--- src/sv/nnsa_pkg.sv ---
// nnsa_pkg: types and constants of the nearest neighbour scale address core
// no dependencies
package nnsa_pkg;

   localparam int DIM_W     = 13;
   localparam int COORD_W   = 12;
   localparam int QUO_W     = 13;
   localparam int PROD_W    = COORD_W + DIM_W;
   localparam int REM_W     = PROD_W + 1;
   localparam int CSR_IDX_W = 3;

   localparam logic [CSR_IDX_W-1:0] CSR_SRC_WIDTH  = 3'd0;
   localparam logic [CSR_IDX_W-1:0] CSR_SRC_HEIGHT = 3'd1;
   localparam logic [CSR_IDX_W-1:0] CSR_DST_WIDTH  = 3'd2;
   localparam logic [CSR_IDX_W-1:0] CSR_DST_HEIGHT = 3'd3;
   localparam logic [CSR_IDX_W-1:0] CSR_FLIP       = 3'd4;
   localparam logic [CSR_IDX_W-1:0] CSR_SPLIT      = 3'd5;

   localparam logic [1:0] SPLIT_LEFT  = 2'd1;
   localparam logic [1:0] SPLIT_RIGHT = 2'd2;

   typedef struct packed {
      logic [DIM_W-1:0] src_width;
      logic [DIM_W-1:0] src_height;
      logic [DIM_W-1:0] dst_width;
      logic [DIM_W-1:0] dst_height;
      logic             flip_vertical;
      logic [1:0]       split_mode;
   } cfg_type;

   typedef struct packed {
      logic               skip;
      logic               fill;
      logic [COORD_W-1:0] row;
      logic [COORD_W-1:0] y_ofs;
      logic [COORD_W-1:0] x_ofs;
      logic [DIM_W-1:0]   src_width;
      logic [DIM_W-1:0]   src_height;
      logic [DIM_W-1:0]   dst_height;
      logic [DIM_W-1:0]   active;
   } item_type;

endpackage

--- src/sv/nnsa_front.sv ---
// nnsa_front: accepts coordinates, classifies skip and fill, computes offsets
// depends on nnsa_pkg
module nnsa_front (
   input  logic                           clock,
   input  logic                           reset,
   input  logic                           start,
   output logic                           busy,
   input  logic [nnsa_pkg::COORD_W-1:0]   req_dest_x,
   input  logic [nnsa_pkg::COORD_W-1:0]   req_dest_y,
   input  nnsa_pkg::cfg_type              cfg,
   output logic                           out_valid,
   output nnsa_pkg::item_type             out_item,
   input  logic                           out_ready
);
   logic                 valid_ff, valid_in;
   nnsa_pkg::item_type   item_ff, item_in;
   logic [nnsa_pkg::DIM_W-1:0] x13, y13, half, lo, hi;
   logic zero, oob, fill, take;

   assign busy = valid_ff && !out_ready;
   assign take = start && !busy;

   always_comb begin
      x13  = {1'b0, req_dest_x};
      y13  = {1'b0, req_dest_y};
      half = cfg.dst_width >> 1;
      lo   = '0;
      hi   = cfg.dst_width;
      if (cfg.split_mode == nnsa_pkg::SPLIT_LEFT) begin
         hi = half;
      end else if (cfg.split_mode == nnsa_pkg::SPLIT_RIGHT) begin
         lo = half;
      end
      zero = (cfg.src_width == '0) || (cfg.src_height == '0) ||
             (cfg.dst_width == '0) || (cfg.dst_height == '0);
      oob  = (x13 >= cfg.dst_width) || (y13 >= cfg.dst_height);
      fill = (x13 < lo) || (x13 >= hi);
      item_in.skip       = zero || oob;
      item_in.fill       = fill && !(zero || oob);
      item_in.row        = cfg.flip_vertical ?
                           nnsa_pkg::COORD_W'(cfg.dst_height - 13'd1 - y13) : req_dest_y;
      item_in.y_ofs      = req_dest_y;
      item_in.x_ofs      = nnsa_pkg::COORD_W'(x13 - lo);
      item_in.src_width  = cfg.src_width;
      item_in.src_height = cfg.src_height;
      item_in.dst_height = cfg.dst_height;
      item_in.active     = hi - lo;
      valid_in = take ? 1'b1 : (valid_ff && !out_ready);
   end

   always_ff @(posedge clock) begin
      if (reset) begin
         valid_ff <= 1'b0;
      end else begin
         valid_ff <= valid_in;
      end
      if (take) begin
         item_ff <= item_in;
      end
   end

   assign out_valid = valid_ff;
   assign out_item  = item_ff;
endmodule

--- src/sv/nnsa_queue.sv ---
// nnsa_queue: two entry queue between front and back
// depends on nnsa_pkg
module nnsa_queue (
   input  logic                clock,
   input  logic                reset,
   input  logic                in_valid,
   input  nnsa_pkg::item_type  in_item,
   output logic                in_ready,
   output logic                out_valid,
   output nnsa_pkg::item_type  out_item,
   input  logic                out_ready
);
   nnsa_pkg::item_type mem_ff [2];
   logic wr_ptr_ff, wr_ptr_in, rd_ptr_ff, rd_ptr_in;
   logic [1:0] count_ff, count_in;
   logic push, pop;

   assign in_ready  = (count_ff != 2'd2);
   assign out_valid = (count_ff != 2'd0);
   assign out_item  = mem_ff[rd_ptr_ff];
   assign push = in_valid && in_ready;
   assign pop  = out_valid && out_ready;

   always_comb begin
      wr_ptr_in = wr_ptr_ff ^ push;
      rd_ptr_in = rd_ptr_ff ^ pop;
      count_in  = count_ff + {1'b0, push} - {1'b0, pop};
   end

   always_ff @(posedge clock) begin
      if (reset) begin
         wr_ptr_ff <= 1'b0;
         rd_ptr_ff <= 1'b0;
         count_ff  <= 2'd0;
      end else begin
         wr_ptr_ff <= wr_ptr_in;
         rd_ptr_ff <= rd_ptr_in;
         count_ff  <= count_in;
      end
      if (push) begin
         mem_ff[wr_ptr_ff] <= in_item;
      end
   end
endmodule

--- src/sv/nnsa_back.sv ---
// nnsa_back: multiply stage and pipelined restoring dividers for both axes
// depends on nnsa_pkg
module nnsa_back (
   input  logic                          clock,
   input  logic                          reset,
   input  logic                          in_valid,
   input  nnsa_pkg::item_type            in_item,
   output logic                          rsp_valid,
   output logic [nnsa_pkg::COORD_W-1:0]  rsp_source_x,
   output logic [nnsa_pkg::COORD_W-1:0]  rsp_source_y,
   output logic [nnsa_pkg::COORD_W-1:0]  rsp_dest_row,
   output logic                          rsp_fill_black,
   output logic                          rsp_skip
);
   localparam int N = nnsa_pkg::QUO_W;
   localparam int RW = nnsa_pkg::REM_W;

   typedef struct packed {
      logic                         skip;
      logic                         fill;
      logic [nnsa_pkg::COORD_W-1:0] row;
      logic [RW-1:0]                rem_x;
      logic [RW-1:0]                rem_y;
      logic [N-1:0]                 q_x;
      logic [N-1:0]                 q_y;
      logic [nnsa_pkg::DIM_W-1:0]   div_x;
      logic [nnsa_pkg::DIM_W-1:0]   div_y;
   } stage_type;

   logic      valid_ff [N+1];
   stage_type stage_ff [N+1];
   stage_type first_in;

   always_comb begin
      first_in.skip  = in_item.skip;
      first_in.fill  = in_item.fill;
      first_in.row   = in_item.row;
      first_in.rem_x = RW'(in_item.x_ofs) * RW'(in_item.src_width);
      first_in.rem_y = RW'(in_item.y_ofs) * RW'(in_item.src_height);
      first_in.q_x   = '0;
      first_in.q_y   = '0;
      first_in.div_x = in_item.active;
      first_in.div_y = in_item.dst_height;
   end

   always_ff @(posedge clock) begin
      if (reset) begin
         valid_ff[0] <= 1'b0;
      end else begin
         valid_ff[0] <= in_valid;
      end
      stage_ff[0] <= first_in;
   end

   for (genvar s = 0; s < N; s++) begin : g_div
      localparam int K = N - 1 - s;
      stage_type stage_in;
      logic [RW-1:0] dx, dy;
      always_comb begin
         stage_in = stage_ff[s];
         dx = RW'(stage_ff[s].div_x) << K;
         dy = RW'(stage_ff[s].div_y) << K;
         if (stage_ff[s].rem_x >= dx) begin
            stage_in.rem_x  = stage_ff[s].rem_x - dx;
            stage_in.q_x[K] = 1'b1;
         end
         if (stage_ff[s].rem_y >= dy) begin
            stage_in.rem_y  = stage_ff[s].rem_y - dy;
            stage_in.q_y[K] = 1'b1;
         end
      end
      always_ff @(posedge clock) begin
         if (reset) begin
            valid_ff[s+1] <= 1'b0;
         end else begin
            valid_ff[s+1] <= valid_ff[s];
         end
         stage_ff[s+1] <= stage_in;
      end
   end

   assign rsp_valid      = valid_ff[N];
   assign rsp_skip       = stage_ff[N].skip;
   assign rsp_fill_black = stage_ff[N].fill;
   assign rsp_source_x   = (stage_ff[N].skip || stage_ff[N].fill) ? '0 :
                           stage_ff[N].q_x[nnsa_pkg::COORD_W-1:0];
   assign rsp_source_y   = stage_ff[N].skip ? '0 : stage_ff[N].q_y[nnsa_pkg::COORD_W-1:0];
   assign rsp_dest_row   = stage_ff[N].skip ? '0 : stage_ff[N].row;
endmodule

--- src/sv/nearest_neighbour_scale_address_core.sv ---
// nearest_neighbour_scale_address_core: top level, csr registers and pipeline
// depends on nnsa_pkg, nnsa_front, nnsa_queue, nnsa_back
//
// usage:
//   csr channel: csr_valid/csr_ready with csr_index and csr_data; csr_ready is
//   always high; write sizes, flip and split mode while the core is idle
//   request: a transfer happens when start is high and busy is low; it carries
//   req_dest_x and req_dest_y
//   response: rsp_valid strobes for one cycle with source_x, source_y,
//   dest_row, fill_black and skip; the receiver cannot stall
//   path: from request transfer to response strobe through the front register,
//   queue, multiply stage and 13 divider stages
//   throughput: one coordinate per cycle; the divider stages retire one
//   quotient bit each, so the pipeline never holds the queue back
//   reset: synchronous, clears all csr registers to zero and empties the
//   pipeline; sizes above MAX_DIM are clamped on write
module nearest_neighbour_scale_address_core #(
   parameter int MAX_DIM = 4096
) (
   input  logic                           clock,
   input  logic                           reset,
   input  logic                           csr_valid,
   output logic                           csr_ready,
   input  logic [nnsa_pkg::CSR_IDX_W-1:0] csr_index,
   input  logic [nnsa_pkg::DIM_W-1:0]     csr_data,
   input  logic                           start,
   output logic                           busy,
   input  logic [nnsa_pkg::COORD_W-1:0]   req_dest_x,
   input  logic [nnsa_pkg::COORD_W-1:0]   req_dest_y,
   output logic                           rsp_valid,
   output logic [nnsa_pkg::COORD_W-1:0]   rsp_source_x,
   output logic [nnsa_pkg::COORD_W-1:0]   rsp_source_y,
   output logic [nnsa_pkg::COORD_W-1:0]   rsp_dest_row,
   output logic                           rsp_fill_black,
   output logic                           rsp_skip
);
   localparam logic [nnsa_pkg::DIM_W+1:0] MAX_W = (nnsa_pkg::DIM_W+2)'(MAX_DIM);

   nnsa_pkg::cfg_type  cfg_ff, cfg_in;
   nnsa_pkg::item_type front_item, queue_item;
   logic front_valid, queue_ready, queue_valid;
   logic [nnsa_pkg::DIM_W-1:0] dim;

   assign csr_ready = 1'b1;

   always_comb begin
      dim = ({2'b00, csr_data} > MAX_W) ? nnsa_pkg::DIM_W'(MAX_W) : csr_data;
      cfg_in = cfg_ff;
      if (csr_valid) begin
         unique case (csr_index)
            nnsa_pkg::CSR_SRC_WIDTH:  cfg_in.src_width     = dim;
            nnsa_pkg::CSR_SRC_HEIGHT: cfg_in.src_height    = dim;
            nnsa_pkg::CSR_DST_WIDTH:  cfg_in.dst_width     = dim;
            nnsa_pkg::CSR_DST_HEIGHT: cfg_in.dst_height    = dim;
            nnsa_pkg::CSR_FLIP:       cfg_in.flip_vertical = csr_data[0];
            nnsa_pkg::CSR_SPLIT:      cfg_in.split_mode    = csr_data[1:0];
            default: ;
         endcase
      end
   end

   always_ff @(posedge clock) begin
      if (reset) begin
         cfg_ff <= '0;
      end else begin
         cfg_ff <= cfg_in;
      end
   end

   nnsa_front u_front (
      .clock      (clock),
      .reset      (reset),
      .start      (start),
      .busy       (busy),
      .req_dest_x (req_dest_x),
      .req_dest_y (req_dest_y),
      .cfg        (cfg_ff),
      .out_valid  (front_valid),
      .out_item   (front_item),
      .out_ready  (queue_ready)
   );

   nnsa_queue u_queue (
      .clock     (clock),
      .reset     (reset),
      .in_valid  (front_valid),
      .in_item   (front_item),
      .in_ready  (queue_ready),
      .out_valid (queue_valid),
      .out_item  (queue_item),
      .out_ready (1'b1)
   );

   nnsa_back u_back (
      .clock          (clock),
      .reset          (reset),
      .in_valid       (queue_valid),
      .in_item        (queue_item),
      .rsp_valid      (rsp_valid),
      .rsp_source_x   (rsp_source_x),
      .rsp_source_y   (rsp_source_y),
      .rsp_dest_row   (rsp_dest_row),
      .rsp_fill_black (rsp_fill_black),
      .rsp_skip       (rsp_skip)
   );

   a_skip_clean: assert property (@(posedge clock) disable iff (reset)
      rsp_valid && rsp_skip |-> !rsp_fill_black && rsp_source_x == '0 &&
      rsp_source_y == '0 && rsp_dest_row == '0)
      else $error("skip response carries data");

   a_fill_zero: assert property (@(posedge clock) disable iff (reset)
      rsp_valid && rsp_fill_black |-> rsp_source_x == '0)
      else $error("fill response with nonzero source_x");

   a_never_busy: assert property (@(posedge clock) disable iff (reset)
      !busy)
      else $error("front stalled although back never stalls");
endmodule
--- config.mk ---
export PLATFORM = sky130hd
export DESIGN_NAME = nearest_neighbour_scale_address_core
export DESIGN_NICKNAME = d
export VERILOG_FILES = /design/src/sv/nnsa_pkg.sv /design/src/sv/nnsa_front.sv /design/src/sv/nnsa_queue.sv /design/src/sv/nnsa_back.sv /design/src/sv/nearest_neighbour_scale_address_core.sv
export SDC_FILE = /design/constraint.sdc
export NUM_CORES = 2
export LEC_CHECK = 0
export BUFFER_PORTS_ARGS = -buffer_cell sky130_fd_sc_hd__buf_2
export CORE_MARGIN = 10
export CORE_UTILIZATION = 60
export CTS_CLUSTER_DIAMETER = 60
export DETAILED_ROUTE_END_ITERATION = 16
export PLACE_DENSITY = 0.85
export SYNTH_ARGS = -nofsm -noshare
export SYNTH_HDL_FRONTEND = slang
export SYNTH_SLANG_ARGS = --single-unit
--- constraint.sdc ---
create_clock -name clock -period 7.5 [get_ports clock]
set_input_delay 1.125 -clock clock [delete_from_list [all_inputs] [get_ports clock]]
set_output_delay 1.125 -clock clock [all_outputs]
set_load 0.02 [all_outputs]
==> summary.md <==
| Metric | Value |
|---|---|
| Overflow after GRT | 0 |
| Clock buffer count from CTS | 167 |
| Drt first pass iters | 6 |
| CP Capture Type | flip-flop |
| CTS sink count | 1708 |
| Synth top area share | 0.384 |
| Routed len/inst | 16.3 µm |
| Async SR Flop Fraction | 0 |
| Slowest cell on crit path | dfxtp_4 |
| CP cell instances | buf_12, buf_4, mux2_2, nand2_1, fa_1, fa_1, fa_1, inv_1, fa_1, inv_1, fa_1, inv_1, ha_1, or3_1, o21ai_0, o21ai_0, a21oi_1, mux2i_1, o2111ai_1 |
| Max-Cap Viols | 0 |
| Vias | 50100 |
| # hold bufs at CTS | 0 |
| R2R depth | 19 |
| Ant diodes | 0 |
| Post-CTS setup buffer count | 0 |
| Most frequent cell after synthesis | dfxtp_1 |
| Share of cells above drive strength 1 | 0.0838 |
| CTS tree | built |
| Top delay family on crit path | adder cells |
| Post-Route Setup TNS | 0 ps |
| Fmax | 0.147 GHz |
| Cells after synthesis | 7196 |
| Seq/Total Area, Yosys | 0.492 |
| Area growth, synth to finish | 11.1% |
| Comb pwr share | 0.413 |
| RSZ-0062 raised after global routing | no |
| Final Critical Period | 6800 ps |
| Clk slew on worst S/H paths | 60 ps |
| Crit-path max cell delay | 720 ps |
| Final Max Tran Viols | 0 |
| Synthesized net count | 8023 |
| Tot Pwr | 37000 µW |
| Leading area contributor after synthesis | dfxtp_1 |
| Initial core utilization | 0.605 |
| WL final | 149000 µm |
| Synthesized area | 75000 µm² |
| Post-Route Skew | 53.5 ps |
| Slew HR | 0.0448 |
| Area after DPL | 77400 µm² |
| Leakage | 0.0365 µW |
| GR Util met1 | 0.236 |
| Syn avg cell area | 10.4 µm² |
| Area occupied by multi-input gates | 34700 µm² |
| P_sw | 13200 µW |
| Die width | 374 µm |
| Number of filler cells placed in the layout | 9001 |
| Cell variety after synth | 82 |
| Final Hold Vio Count | 0 |
| Port Buf Inserts | 83 |
| Initial antenna violation count | 1 |
| EDFF count, synth | 270 |
| Pwr Density | 445 nW/µm² |
| Global-route wire length before repair | 246000 µm |
| DRC errors left | 0 |
| Top cells by count, synth | dfxtp_1, inv_1, nand2_1 |
| Buffers plus inverters on the worst setup path | 5 |
| Cells on Worst Hold Path | 0 |
| CTS Buffer Depth | 3 |
| # resized after CTS | 0 |
| Die Span Y | 374 µm |
| Worst-skew pair later-pin latency | 820 ps |
| Largest net degree at the start of global routing | 75 |
| Vias per cell | 5.48 |
| Global routing usage on met3 | 0.0328 |
| Yosys reg bits | 1708 |
| DRT iter0 DRCs | 3310 |
| Internal cell power | 23800 µW |
| Vias in the first global route | 51400 |
| Worst-Margin Slew | 1400 ps |
| Register area | 36900 µm² |
| Net Sw Frac | 0.357 |
| # setup viols final | 0 |
| Root Driver | clkbuf_16 |
| Final worst-path cycle share | 0.906 |
| Area contributors post-synth | dfxtp_1, edfxtp_1, ha_1, fa_1, inv_1 |
| Syn. warnings | 0 |
| HPWL after DPL | 111000 µm |
| Worst setup path category | flip-flop to flip-flop |
| Maximum vdd drop | 0.319 mV |
| ANT nets after route | 0 |
| Design area | 83300 µm² |
| Top-Level Pins | 85 |
| Met2 GRT Util | 0.388 |
| Core Box Area | 124000 µm² |
| Final net count | 8184 |
| Critical path depth | 19 |
| CP most frequent cell | fa_1 |
| Clk pwr share | 0.233 |
| Tot GR Track Use | 0.210 |
| CP required | 8130 ps |
| Crit path max fanout | 59 |
| HP Class | flip-flop to flip-flop |
| Die area | 140000 µm² |
| Synth Flop Type | dfxtp_1 |
| Seq pwr share | 0.355 |
| CP arrival | 7430 ps |
| Cell Rows | 129 |
| RD Place Congestion | 0.955 |
| CTS H-tree depth | 4 |
| Status | completed |
| Worst setup SP type | flip-flop |
| Global route hottest layer | met2 |
[sequential cells by signal, indices dropped and copies added (netlist names)]
register,flops
u_queue.mem_ff,180
u_front.out_item,90
u_front.out_valid,1
u_queue.count_ff,2
cfg_ff,55
u_back.valid_ff,14
u_back.stage_ff,1364
u_queue.rd_ptr_ff,1
u_queue.wr_ptr_ff,1
[power groups by stage]
stage / Combinational (µW) / Clock [µW] / Sequential [µW]
finish: 15300 / 8620 / 13100
global route: 17200 / 9190 / 13400
CTS: 15200 / 8800 / 13100
detailed placement: 15000 / 0 / 13300
global placement: 14300 / 0 / 13200
floorplan: 12200 / 0 / 12800
[cell usage in the layout (no fill, tap or decap), types with 170 or more instances in the layout]
| cell type | netlist | routed |
|---|---|---|
| dfxtp_1 | 1438 | 1436 |
| inv_1 | 798 | 799 |
| nand2_1 | 563 | 563 |
| nor2_1 | 550 | 550 |
| ha_1 | 536 | 534 |
| a21oi_1 | 418 | 417 |
| edfxtp_1 | 270 | 270 |
| o21ai_0 | 263 | 262 |
| fa_1 | 247 | 247 |
| xnor2_1 | 238 | 238 |
| xor2_1 | 183 | 183 |
| mux2_2 | 175 | 175 |
| clkbuf_16 | 0 | 170 |
[path summary, 6_finish.rpt]
path / startpoint / to / slack [ps]
setup / recovery: u_queue.rd_ptr_ff / u_back.stage_ff[0][99] / 700
hold / removal: u_back.stage_ff[5][48] / u_back.stage_ff[6][48] / 310
setup reg to reg: u_queue.rd_ptr_ff / u_back.stage_ff[0][99] / 700
hold reg to reg: u_back.stage_ff[5][48] / u_back.stage_ff[6][48] / 310
[worst register-to-register path: stages (launching register included)]
cell and delay, ps:
dfxtp_4 720, buf_12 390, buf_4 360, mux2_2 300
nand2_1 90, fa_1 390, fa_1 490, fa_1 550
inv_1 50, fa_1 470, inv_1 50, fa_1 470
inv_1 40, ha_1 200, or3_1 390, o21ai_0 590
o21ai_0 390, a21oi_1 350, mux2i_1 220, o2111ai_1 130
[cell type report]
cell class	instances	area share
flip-flops and latches	1708	0.443
multi-input cells	4562	0.417
clock buffers	238	0.0583
inverters	799	0.0360
well taps	1637	0.0246
clock inverters	69	0.0130
repair buffers	119	0.00838
[routing by layer]
metal	routed length (µm)	up-vias	part of all wire
li1	-	24700	-
met3	6100	379	0.041
met1	60100	23700	0.40
met5	13	-	0.000087
met4	6150	2	0.041
met2	76400	1279	0.51
[through the flow]
stage | cells | hold WS, ps | utilization | setup WS [ps]
global route | 9132 | 312 | 0.672 | 330
floorplan | 7196 | 310 | - | 825
finish | 9132 | 311 | 0.672 | 703
detailed placement | 8825 | 312 | 0.624 | 737
CTS | 9132 | 309 | 0.672 | 735
global placement | 8825 | 310 | 0.624 | 780
[kinds of logic (layout without fill, tap and decap cells)]
group                    after synthesis  after routing  synth area share
AND/OR/NAND/NOR                     1925           1925             0.123
flip-flops                          1708           1708             0.492
AO/OA/AOI/OAI                       1188           1188            0.0986
buffers and inverters                926           1225            0.0465
adder cells (fa/ha/maj)              783            783             0.155
XOR/XNOR                             421            421            0.0491
multiplexers                         244            244            0.0355
other                                  1              1         0.0000500
Power figures use the tool's default switching activity.
